`src/rtl/cwrc_pkg.sv`:
```
// Shared types, register map and arithmetic helpers of the coil winding run controller.
`default_nettype none

package cwrc_pkg;

	// Configuration register indexes (byte address is four times the index).
	localparam logic [2:0] REG_TARGET_TURNS   = 3'd0;
	localparam logic [2:0] REG_UNLIMITED_RUN  = 3'd1;
	localparam logic [2:0] REG_START_SPEED    = 3'd2;
	localparam logic [2:0] REG_WIND_DIRECTION = 3'd3;
	localparam logic [2:0] REG_HOLD_MS        = 3'd4;

	localparam int unsigned PADDR_W = 5;

	// Request codes.
	localparam logic REQ_START  = 1'b0;
	localparam logic REQ_SAMPLE = 1'b1;

	// Speed limits and turn limits.
	localparam logic [7:0]  SPEED_FLOOR = 8'd100;
	localparam logic [7:0]  SPEED_CEIL  = 8'd255;
	localparam int unsigned MAX_TURNS   = 16384;
	localparam int unsigned TURN_SAT    = 32767;
	localparam logic [14:0] TURN_LIMIT  = (MAX_TURNS > TURN_SAT) ? 15'(TURN_SAT)
	                                                             : 15'(MAX_TURNS);
	localparam logic [14:0] TURN_MAXCNT = 15'(TURN_SAT);

	// Reset values of the configuration registers.
	localparam logic [14:0] TARGET_TURNS_RST   = 15'd0;
	localparam logic        UNLIMITED_RUN_RST  = 1'b0;
	localparam logic [7:0]  START_SPEED_RST    = 8'd0;
	localparam logic        WIND_DIRECTION_RST = 1'b1;
	localparam logic [15:0] HOLD_MS_RST        = 16'd1000;

	// 2^24 * 100 / 155, rounded up; exact floor for distances up to 155.
	localparam logic [31:0] PCT_RECIP = 32'd10824011;

	typedef struct packed {
		logic        req_type;
		logic        enc_dt;
		logic        enc_clk;
		logic        hall_level;
		logic        button_level;
		logic [31:0] now_ms;
	} in_item_t;

	typedef struct packed {
		logic [7:0]        pwm_duty;
		logic signed [7:0] speed_percent;
		logic [14:0]       turn_count;
		logic              percent_changed;
		logic              turn_seen;
		logic              drive_fwd;
		logic              drive_rev;
		logic              run_done;
		logic              aborted;
	} out_item_t;

	// (spd - 100) * 100 / 155, truncated toward zero.
	function automatic logic signed [7:0] percent_of(input logic [7:0] spd);
		logic        above;
		logic [7:0]  mag;
		logic [31:0] prod;
		logic [7:0]  quo;
		above = (spd >= SPEED_FLOOR);
		mag   = above ? (spd - SPEED_FLOOR) : (SPEED_FLOOR - spd);
		prod  = {24'd0, mag} * PCT_RECIP;
		quo   = prod[31:24];
		return above ? $signed(quo) : $signed(8'd0 - quo);
	endfunction

endpackage

`default_nettype wire

```
`src/rtl/coil_winding_run_controller_core.sv`:
```
// Top level of the coil winding run controller: register port, run state and result path.
//
// Usage: the input channel (in_valid, in_ready, in_data) carries start and sample
// transfers. A start transfer loads start_speed and clears the run state; each
// sample transfer carries encoder, hall and button levels and a millisecond stamp.
// Every input transfer yields exactly one result transfer on the output channel
// (out_valid, out_ready, out_data).
// Path: an accepted item is registered in stage one; its result is computed from
// stage one and stored in the output register, which offers it on the output
// channel. Throughput is one item per cycle while the receiver keeps out_ready
// high: the whole update is a short path from the stage-one register to the output
// register, limited by the speed step followed by one constant multiply.
// Stall: while the receiver holds out_ready low, the output register keeps its
// result, stage one still fills, and in_ready drops only when both are occupied.
// Reset: arst_n clears both stages, the run state (idle, run_done reported) and
// loads the register reset values. Registers are written through the APB-style
// port; the user must write them only while no transfer is in flight, which the
// block does not enforce; pready is always high.
`default_nettype none

module coil_winding_run_controller_core
	import cwrc_pkg::*;
(
	input  wire logic               clk,
	input  wire logic               arst_n,
	// Input channel.
	input  wire logic               in_valid,
	output logic                    in_ready,
	input  wire in_item_t           in_data,
	// Output channel.
	output logic                    out_valid,
	input  wire logic               out_ready,
	output out_item_t               out_data,
	// Register port.
	input  wire logic               psel,
	input  wire logic               penable,
	input  wire logic               pwrite,
	input  wire logic [PADDR_W-1:0] paddr,
	input  wire logic [31:0]        pwdata,
	output logic [31:0]             prdata,
	output logic                    pready
);

	// Configuration registers.
	logic [14:0] target_turns_q;
	logic        unlimited_run_q;
	logic [7:0]  start_speed_q;
	logic        wind_direction_q;
	logic [15:0] hold_ms_q;

	// Run state.
	logic [7:0]        speed_q;
	logic              last_dt_q;
	logic              last_hall_q;
	logic              hall_known_q;
	logic signed [7:0] last_pct_q;
	logic [14:0]       turns_q;
	logic [31:0]       release_stamp_q;
	logic              release_seen_q;
	logic              running_q;
	logic              abort_q;

	// Pipeline and output registers.
	logic      valid_s1;
	in_item_t  item_s1;
	logic      out_valid_q;
	out_item_t out_data_q;

	logic [2:0] reg_idx;
	logic       reg_wr;
	logic       adv_s1;

	assign pready  = 1'b1;
	assign reg_idx = paddr[PADDR_W-1:2];
	assign reg_wr  = psel && penable && pwrite;

	// Register writes land in the access phase.
	always_ff @(posedge clk or negedge arst_n) begin
		if (!arst_n) begin
			target_turns_q   <= TARGET_TURNS_RST;
			unlimited_run_q  <= UNLIMITED_RUN_RST;
			start_speed_q    <= START_SPEED_RST;
			wind_direction_q <= WIND_DIRECTION_RST;
			hold_ms_q        <= HOLD_MS_RST;
		end else if (reg_wr) begin
			unique case (reg_idx)
				REG_TARGET_TURNS:   target_turns_q   <= pwdata[14:0];
				REG_UNLIMITED_RUN:  unlimited_run_q  <= pwdata[0];
				REG_START_SPEED:    start_speed_q    <= pwdata[7:0];
				REG_WIND_DIRECTION: wind_direction_q <= pwdata[0];
				REG_HOLD_MS:        hold_ms_q        <= pwdata[15:0];
				default:            ;
			endcase
		end
	end

	always_comb begin
		unique case (reg_idx)
			REG_TARGET_TURNS:   prdata = {17'd0, target_turns_q};
			REG_UNLIMITED_RUN:  prdata = {31'd0, unlimited_run_q};
			REG_START_SPEED:    prdata = {24'd0, start_speed_q};
			REG_WIND_DIRECTION: prdata = {31'd0, wind_direction_q};
			REG_HOLD_MS:        prdata = {16'd0, hold_ms_q};
			default:            prdata = 32'd0;
		endcase
	end

	// Handshake: stage one moves on whenever the output register is free or
	// is being emptied in this cycle; the input side refills stage one then.
	assign adv_s1    = valid_s1 && (!out_valid_q || out_ready);
	assign in_ready  = !valid_s1 || adv_s1;
	assign out_valid = out_valid_q;
	assign out_data  = out_data_q;

	always_ff @(posedge clk or negedge arst_n) begin
		if (!arst_n) begin
			valid_s1 <= 1'b0;
		end else if (in_ready) begin
			valid_s1 <= in_valid;
		end
	end

	always_ff @(posedge clk) begin
		if (in_ready && in_valid) begin
			item_s1 <= in_data;
		end
	end

	// Next state and result for the item in stage one.
	logic [7:0]        speed_n;
	logic              last_dt_n;
	logic              last_hall_n;
	logic              hall_known_n;
	logic signed [7:0] last_pct_n;
	logic [14:0]       turns_n;
	logic [31:0]       release_stamp_n;
	logic              release_seen_n;
	logic              running_n;
	logic              abort_n;
	out_item_t         res;

	logic [7:0]        spd_step;
	logic signed [7:0] pct;
	logic              seen;
	logic              hold_exceeded;
	logic              do_abort;
	logic              met;
	logic [31:0]       held_for;

	always_comb begin
		speed_n         = speed_q;
		last_dt_n       = last_dt_q;
		last_hall_n     = last_hall_q;
		hall_known_n    = hall_known_q;
		last_pct_n      = last_pct_q;
		turns_n         = turns_q;
		release_stamp_n = release_stamp_q;
		release_seen_n  = release_seen_q;
		running_n       = running_q;
		abort_n         = abort_q;

		// Encoder: a change on the data line is one detent; the clock line
		// level relative to the old data level gives the direction.
		spd_step = speed_q;
		if (item_s1.enc_dt != last_dt_q) begin
			if (item_s1.enc_clk != last_dt_q) begin
				if (speed_q < SPEED_CEIL) begin
					spd_step = speed_q + 8'd1;
				end
			end else if (speed_q > SPEED_FLOOR) begin
				spd_step = speed_q - 8'd1;
			end
		end

		pct  = percent_of(item_s1.req_type == REQ_START ? start_speed_q : spd_step);
		seen = !item_s1.hall_level && (!hall_known_q || last_hall_q);

		held_for      = item_s1.now_ms - release_stamp_q;
		hold_exceeded = held_for > {16'd0, hold_ms_q};
		do_abort      = !item_s1.button_level && release_seen_q && hold_exceeded;

		res = '0;

		if (item_s1.req_type == REQ_START) begin
			// Start or restart: fresh run, ends at once if the target is zero and the run is not unlimited.
			speed_n         = start_speed_q;
			last_dt_n       = 1'b0;
			last_hall_n     = 1'b0;
			hall_known_n    = 1'b0;
			last_pct_n      = '0;
			turns_n         = '0;
			release_stamp_n = '0;
			release_seen_n  = 1'b0;
			abort_n         = 1'b0;
			met             = !unlimited_run_q && (target_turns_q == 15'd0);
			running_n       = !met;
			res.pwm_duty      = 8'd0;
			res.speed_percent = pct;
			res.turn_count    = 15'd0;
		end else if (running_q) begin
			speed_n   = spd_step;
			last_dt_n = item_s1.enc_dt;
			if (seen && (turns_q < TURN_MAXCNT)) begin
				turns_n = turns_q + 15'd1;
			end
			last_hall_n  = item_s1.hall_level;
			hall_known_n = 1'b1;
			last_pct_n   = pct;
			if (item_s1.button_level) begin
				release_stamp_n = item_s1.now_ms;
				release_seen_n  = 1'b1;
			end
			if (do_abort) begin
				abort_n = 1'b1;
			end
			met = (turns_n >= TURN_LIMIT) ||
			      (!unlimited_run_q && (turns_n >= target_turns_q));
			running_n = !do_abort && !met;
			res.pwm_duty        = (running_n && (spd_step > SPEED_FLOOR)) ? spd_step : 8'd0;
			res.speed_percent   = pct;
			res.turn_count      = turns_n;
			res.percent_changed = (pct != last_pct_q);
			res.turn_seen       = seen;
		end else begin
			// Idle sample: report the last run, change nothing.
			met               = 1'b0;
			res.pwm_duty      = 8'd0;
			res.speed_percent = last_pct_q;
			res.turn_count    = turns_q;
		end

		res.drive_fwd = running_n && wind_direction_q;
		res.drive_rev = running_n && !wind_direction_q;
		res.run_done  = !running_n;
		res.aborted   = abort_n;
	end

	always_ff @(posedge clk or negedge arst_n) begin
		if (!arst_n) begin
			speed_q         <= '0;
			last_dt_q       <= 1'b0;
			last_hall_q     <= 1'b0;
			hall_known_q    <= 1'b0;
			last_pct_q      <= '0;
			turns_q         <= '0;
			release_stamp_q <= '0;
			release_seen_q  <= 1'b0;
			running_q       <= 1'b0;
			abort_q         <= 1'b0;
		end else if (adv_s1) begin
			speed_q         <= speed_n;
			last_dt_q       <= last_dt_n;
			last_hall_q     <= last_hall_n;
			hall_known_q    <= hall_known_n;
			last_pct_q      <= last_pct_n;
			turns_q         <= turns_n;
			release_stamp_q <= release_stamp_n;
			release_seen_q  <= release_seen_n;
			running_q       <= running_n;
			abort_q         <= abort_n;
		end
	end

	always_ff @(posedge clk or negedge arst_n) begin
		if (!arst_n) begin
			out_valid_q <= 1'b0;
		end else if (adv_s1) begin
			out_valid_q <= 1'b1;
		end else if (out_ready) begin
			out_valid_q <= 1'b0;
		end
	end

	always_ff @(posedge clk) begin
		if (adv_s1) begin
			out_data_q <= res;
		end
	end

	// The two bridge lines are never driven together.
	a_drive_exclusive: assert property (@(posedge clk) disable iff (!arst_n)
		out_valid_q |-> !(out_data_q.drive_fwd && out_data_q.drive_rev))
		else $error("both bridge lines active");

	// A finished run releases the motor enable.
	a_done_no_pwm: assert property (@(posedge clk) disable iff (!arst_n)
		out_valid_q && out_data_q.run_done |-> (out_data_q.pwm_duty == 8'd0))
		else $error("duty driven after run end");

	// An abort always ends the run it is reported with.
	a_abort_done: assert property (@(posedge clk) disable iff (!arst_n)
		out_valid_q && out_data_q.aborted |-> out_data_q.run_done)
		else $error("abort reported on a running result");

	// The run stops counting at the turn limit.
	a_turn_bound: assert property (@(posedge clk) disable iff (!arst_n)
		turns_q <= TURN_LIMIT)
		else $error("turn count beyond limit");

	// The run state only changes when a transfer moves through stage one.
	a_state_hold: assert property (@(posedge clk) disable iff (!arst_n)
		!$past(adv_s1) && $past(arst_n) |-> $stable(running_q) && $stable(turns_q))
		else $error("run state changed without an item");

endmodule

`default_nettype wire
```
`config.mk`:
```
export PLATFORM = sky130hd
export DESIGN_NAME = coil_winding_run_controller_core
export DESIGN_NICKNAME = d
export VERILOG_FILES = /design/src/rtl/cwrc_pkg.sv /design/src/rtl/coil_winding_run_controller_core.sv
export SDC_FILE = /design/constraint.sdc
export NUM_CORES = 1
export LEC_CHECK = 0
export BUFFER_PORTS_ARGS = -buffer_cell sky130_fd_sc_hd__buf_2
export CORE_MARGIN = 2
export CORE_UTILIZATION = 54
export DETAILED_ROUTE_END_ITERATION = 8
export GPL_ROUTABILITY_DRIVEN = 1
export PLACE_DENSITY = 0.83
export SLEW_MARGIN = 20
export SYNTH_ARGS = -nofsm -noshare
export SYNTH_HDL_FRONTEND = slang
export SYNTH_SLANG_ARGS = --single-unit
```
`constraint.sdc`:
```
create_clock -name clk -period 8.2 [get_ports clk]
set_input_delay 0.82 -clock clk [delete_from_list [all_inputs] [get_ports clk]]
set_output_delay 0.82 -clock clk [all_outputs]
set_load 0.05 [all_outputs]
```
After elaboration in Yosys (flattened, before gate mapping)
Index checks and enable logic that the tools add are counted.
Widths: inputs -> output; s select.
{"block": "totals", "regBits": 186, "in_bits": 81, "output_inout_bits": 72, "elab_cells": 136}
{"block": "classes", "addsub": 7, "n_mul": 1, "order_cmp": 8, "eq_ne": 9, "n_mux": 38, "reduce_logical": 41}
{"op": "$mux 32", "count": 3}
{"op": "$mux 8", "count": 11}
{"op": "$pmux 16 s5", "count": 1}
{"op": "$mux 15", "count": 5}
{"op": "$mux 23", "count": 2}
{"op": "$gt 32x16->1", "count": 1}
{"op": "$mul 8x24->32 const B", "count": 1}
{"op": "$sub 32x32->32", "count": 1}
{"op": "$gt 8x7->1 const B", "count": 2}
{"op": "$mux 1", "count": 16}
{"op": "$add 15x1->15 const B", "count": 1}
{"op": "$ge 15x15->1", "count": 1}
{"op": "$ge 15x15->1 const B", "count": 1}
{"op": "$logic_not 15->1", "count": 1}
{"op": "$lt 15x15->1 const B", "count": 1}
{"op": "$logic_and 1x1->1", "count": 14}
{"op": "$reduce_and 2->1", "count": 7}
{"op": "$logic_not 1->1", "count": 11}
{"op": "$add 8x1->8 const B", "count": 1}
{"op": "$ge 8x7->1 const B", "count": 1}
{"op": "$lt 8x8->1 const B", "count": 1}
{"op": "$ne 8x8->1", "count": 1}
{"op": "$sub 1x8->8 const A", "count": 1}
{"op": "$sub 7x8->8 const A", "count": 1}
{"op": "11 further kinds", "count": 18}

Depth between registers and ports, before layout
{"block": "depth", "ltp_word": 15, "depth_mapped": 41}

Worst setup path before layout
No wires, ideal clock.
{"block": "synth_path", "kind": "register -> register", "startpoint": "register speed_q[0]", "endpoint": "register out_data_q (netlist bit out_data[5]), data pin", "arrival_ps": 8603, "path_slack_ps": -678, "path_stages_with_launch": 41, "n_path_buf": 4, "period_less_slack_ps": 8878, "cell_sequence": "dfrtp_1 > clkbuf_1 > inv_1 > ha_1 > nand2b_1 > a311oi_2 > nand2_1 > a2bb2oi_1 > nor2_1 > xnor2_1 > mux2i_1 > ha_1 > nand2_1 > a211oi_1 > o21ai_1 > clkbuf_1 > nor2_1 > a21oi_1 > (+5 left out) > ha_1 > a21o_1 > ha_1 > ha_1 > clkbuf_1 > a21o_1 > a21oi_1 > o21ai_0 > o22ai_1 > nand2_1 > o32ai_1 > or4b_1 > buf_6 > nor4_4 > a21oi_2 > xor2_2 > a2111oi_4 > a41oi_2"}
{"block": "synth_via", "elab_chain_len": 11}
{"element": "start, declared", "line_no": "coil_winding_run_controller_core.sv:52", "rtl": "logic [7:0] speed_q;"}
{"element": "start signal, assigned", "line_no": "coil_winding_run_controller_core.sv:251", "rtl": "speed_q <= speed_n;"}
{"element": "$sub 8x1->8, or another cell as far along", "line_no": "coil_winding_run_controller_core.sv:171", "rtl": "spd_step = speed_q - 8'd1;"}
{"element": "$mux 8 (on tied branches)", "line_no": "coil_winding_run_controller_core.sv:170, coil_winding_run_controller_core.sv:167"}
{"element": "$mux 8", "line_no": "coil_winding_run_controller_core.sv:166", "rtl": "if (item_s1.enc_clk != last_dt_q) begin"}
{"element": "$mux 8 (*)", "line_no": "coil_winding_run_controller_core.sv:165", "rtl": "if (item_s1.enc_dt != last_dt_q) begin"}
{"element": "$mux 8 (*)", "line_no": "coil_winding_run_controller_core.sv:175", "rtl": "pct = percent_of(item_s1.req_type == REQ_START ? start_speed_q : spd_step);"}
{"element": "$sub 7x8->8, or another cell as far along", "line_no": "cwrc_pkg.sv:66", "rtl": "mag = above ? (spd - SPEED_FLOOR) : (SPEED_FLOOR - spd);"}
{"element": "$mux 8", "line_no": "cwrc_pkg.sv:66"}
{"element": "$mul 8x24->32", "line_no": "cwrc_pkg.sv:67", "rtl": "prod = {24'd0, mag} * PCT_RECIP;"}
{"element": "$sub 1x8->8", "line_no": "cwrc_pkg.sv:69", "rtl": "return above ? $signed(quo) : $signed(8'd0 - quo);"}
{"element": "$mux 8 (*)", "line_no": "cwrc_pkg.sv:69"}
{"element": "$ne 8x8->1 (*)", "line_no": "coil_winding_run_controller_core.sv:222", "rtl": "res.percent_changed = (pct != last_pct_q);"}
{"element": "end signal, assigned", "line_no": "coil_winding_run_controller_core.sv:276", "rtl": "out_data_q <= res;"}
{"element": "end, declared", "line_no": "coil_winding_run_controller_core.sv:67", "rtl": "out_item_t out_data_q;"}
Every way passes the cells marked *; elsewhere a longest branch is shown, timed or not.
A chain may end at the register's enable or synchronous reset.

Worst setup path after layout
{"block": "layout_path", "startpoint": "register last_dt_q", "endpoint": "register out_data_q (netlist bit out_data[5]), data pin"}
{"block": "layout_via", "elab_chain_len": 10}
{"element": "start, declared", "line_no": "coil_winding_run_controller_core.sv:53", "rtl": "logic last_dt_q;"}
{"element": "start signal, assigned", "line_no": "coil_winding_run_controller_core.sv:252", "rtl": "last_dt_q <= last_dt_n;"}
{"element": "$ne 1x1->1", "line_no": "coil_winding_run_controller_core.sv:166"}
{"element": "$mux 8", "line_no": "coil_winding_run_controller_core.sv:166"}
{"element": "$mux 8 (*)", "line_no": "coil_winding_run_controller_core.sv:165"}
{"element": "$mux 8 (*)", "line_no": "coil_winding_run_controller_core.sv:175"}
{"element": "$sub 7x8->8, or another cell as far along", "line_no": "cwrc_pkg.sv:66"}
{"element": "$mux 8", "line_no": "cwrc_pkg.sv:66"}
{"element": "$mul 8x24->32", "line_no": "cwrc_pkg.sv:67"}
{"element": "$sub 1x8->8", "line_no": "cwrc_pkg.sv:69"}
{"element": "$mux 8 (*)", "line_no": "cwrc_pkg.sv:69"}
{"element": "$ne 8x8->1 (*)", "line_no": "coil_winding_run_controller_core.sv:222"}
Marked as above.

==> impl_metrics.py <==
metrics = {
    "cts": {
        "cts_buffers": 17,
        "clock_sinks": 186,
        "cts-hold-fix-buffers": 0,
        "ctsRootBufferMaster": "clkbuf_16",
        "clock_path_buffers": 2,
        "htreeDepth": 4,
        "clk_pin_slew_worst_paths_ns": 0.08,
        "cts_tree": "built",
        "clock_latency_ns": 0.45,
    },
    "worst_setup_path": {
        "cpPeakStageDelay_ns": 0.58,
        "crit_path_top_delay_cell": "fa_1",
        "path_buf_inv": 2,
        "crit_path_end_kind": "register",
        "r2r-end": "out_data[5]$_SDFFCE_PN0P_",
        "cp-endpoint": "out_data[5]$_SDFFCE_PN0P_",
        "worstSetupPathType": "register to register",
        "r2r-start": "last_dt_q$_DFFE_PN0P_",
        "required_ns": 8.37,
        "regToRegSetupSlack_ns": 0.14,
        "cp_max_fo": 7,
        "setup.worst_path.start": "last_dt_q$_DFFE_PN0P_",
        "cpLargestDelayFamily": "compound AO/OA/AOI/OAI gates",
        "reg2reg_depth": 34,
        "cp.depth": 34,
        "cpMostUsedCell": "nand2_1",
        "arrival_ns": 8.23,
        "start_kind": "register",
    },
    "synthesis": {
        "yosysUniqueCellTypes": 85,
        "async_flop_share_pct": 60.2,
        "syn_inst": 1460,
        "synth-simple-area-share_pct": 14.3,
        "synth_edf_count": 74,
        "synthMuxAreaShare_pct": 3.20,
        "synth-adder-area-share_pct": 13.6,
        "synth_xor_area_share_pct": 5.39,
        "ys_seq_elements": 186,
        "synthTopCellsByArea": "dfrtp_1 19%, edfxtp_1 16%, ha_1 12%",
        "yosysWarnings": 0,
        "synth_top_area_share_pct": 19.3,
        "synth_top_area_cell": "dfrtp_1",
        "synth_top_family_by_area": "compound AO/OA/AOI/OAI gates",
        "synth.avg_cell_area_sq_um": 9.31,
        "synth.cell_area_sq_mm": 0.0136,
        "seq_area_frac_synth_pct": 37.0,
        "synth_compound_area_share_pct": 20.2,
        "synth_flop_cell": "dfrtp_1",
    },
    "global_route": {
        "grt_pass1_wl_mm": 57.0,
        "grtUsageTotal_pct": 27.0,
        "grt_antenna_before_repair": 0,
        "grt_remaining_overflow": 0,
        "grt_start_max_net_pins": 82,
        "grt_pass1_vias": 11400,
    },
    "final_layout": {
        "fin_area_sq_mm": 0.0163,
        "area_growth_pct": 19.8,
        "final_nets": 1892,
        "diodes": 0,
        "drive_gt1_share_pct": 23.6,
        "finalCoreUtilization_pct": 65.3,
    },
    "worst_hold_path": {
        "hp-class": "primary input to async pin",
    },
    "floorplanning": {
        "die-height_um": 163,
        "die_area_sq_mm": 0.0265,
        "io_pins": 153,
        "die_x_um": 163,
        "rows": 58,
        "coreArea_sq_mm": 0.0250,
        "start_util_pct": 54.5,
    },
    "detailed_routing": {
        "drt_wl_total_mm": 36.1,
        "avgRoutedWirePerCell_um": 17.9,
        "via_per_inst": 5.91,
        "drtPass1Iterations": 8,
        "vias": 11900,
        "drt_iter0_drc": 1001,
        "route.detailed.drc": 0,
        "postRouteAntennaNets": 0,
    },
    "sta": {
        "max_slew_margin_pct": 29.4,
        "finalHoldViolCount": 0,
        "rsz0062_at_grt": "true",
        "slew_viol_final": 0,
        "finalCriticalPeriod_ns": 8.06,
        "setup_viol": 0,
        "period_share_pct": 98.3,
        "tns_ns": 0,
        "skew_ns": 0.0238,
        "tightest_slew_ns": 1.06,
        "fmax_ghz": 0.124,
    },
    "job": {
        "cap_violations": 0,
    },
    "placement": {
        "placed_cell_area_sq_mm": 0.0152,
        "gp_congestion": 0.942,
        "io_buffers": 117,
        "dpl.hpwl_mm": 26.7,
    },
    "status": {
        "status": "finished clean",
    },
}
repair_timing:
action / 4_1_cts / 5_1_grt
gates resized for setup: 3 / 55
setup buffers: 6 / 19
pin swaps: 8 / 50
setup endpoints to repair: 1 / 12
Yosys cell counts (15+ instances only):
| library cell | n |
|---|---|
| buf_4 | 19 |
| and3_1 | 15 |
| a21o_1 | 44 |
| edfxtp_1 | 74 |
| nand2_1 | 130 |
| nor3_1 | 20 |
| a21oi_1 | 77 |
| nand2b_1 | 15 |
| xnor2_1 | 41 |
| nand4_1 | 20 |
| o21ai_0 | 100 |
| nor2_1 | 116 |
| a22o_1 | 40 |
| clkbuf_1 | 47 |
| ha_1 | 127 |
| mux2_2 | 18 |
| mux2i_1 | 21 |
| nand3_1 | 32 |
| dfrtp_1 | 105 |
| xor2_1 | 39 |
| inv_1 | 125 |
per-layer routing:
layer / up-vias / track usage, % / part of all wire [%]
met5: - / 0 / 0
met4: 0 / 8.65 / 2.6
met3: 76 / 3.00 / 6.7
met2: 477 / 45.2 / 47
met1: 5731 / 37.0 / 43
li1: 5628 / - / -
per-stage QoR:
stage / hold WS (ns) / setup slack [ns] / instances
3_3_place_gp: 0.461 / 0.113 / 1957
6_report: 0.326 / 0.142 / 2014
5_1_grt: 0.342 / -0.224 / 2014
4_1_cts: 0.333 / 0.0249 / 1995
2_1_floorplan: 0.447 / 0.00452 / 1475
3_5_place_dp: 0.466 / -0.00786 / 1957
cell families after synthesis:
group | count (synthesis)
adder cells (fa/ha/maj) | 140
XOR/XNOR | 82
AND/OR/NAND/NOR | 410
other | 2
multiplexers | 40
AO/OA/AOI/OAI | 397
buffers and inverters | 203
flip-flops | 186
placed cells by master, fill, tap and decap left out, types with 44 or more instances in the layout:
cell	synthesis	routed
dfrtp_1	105	101
a21oi_1	77	69
nand2_1	130	127
o21ai_0	100	95
a21o_1	44	44
edfxtp_1	74	74
ha_1	127	115
inv_1	125	123
buf_2	6	116
buf_4	19	135
nor2_1	116	110
worst min path at each step:
stage	start	endpoint	cells after the start
floorplan	hall_known_q$_DFFE_PN0P_	hall_known_q$_DFFE_PN0P_	2
global placement	hall_known_q$_DFFE_PN0P_	hall_known_q$_DFFE_PN0P_	2
detailed placement	release_seen_q$_DFFE_PN0P_	release_seen_q$_DFFE_PN0P_	1
CTS	arst_n	turns_q[12]$_DFFE_PN0P_	1
global route	arst_n	last_pct_q[3]$_DFFE_PN0P_	1
finish	arst_n	last_pct_q[3]$_DFFE_PN0P_	1
registers in the layout (all words and copies together) (netlist names), 15 cells and up:
register and count:
hold_ms_q 16, item_s1 37, out_data 37, release_stamp_q 32, target_turns_q 15, turns_q 15
final cells by class:
type                    instances  area [sq um]
clock inverters                15           200
multi-input cells            1086          8110
flip-flops and latches        186          5040
clock buffers                  17           425
repair buffers                255          1640
fillers                      1981          8670
well taps                     330           413
inverters                     125           469
Power is not shown: default switching activity piles up to over one toggle a cycle in this logic, so the estimate is an artifact.
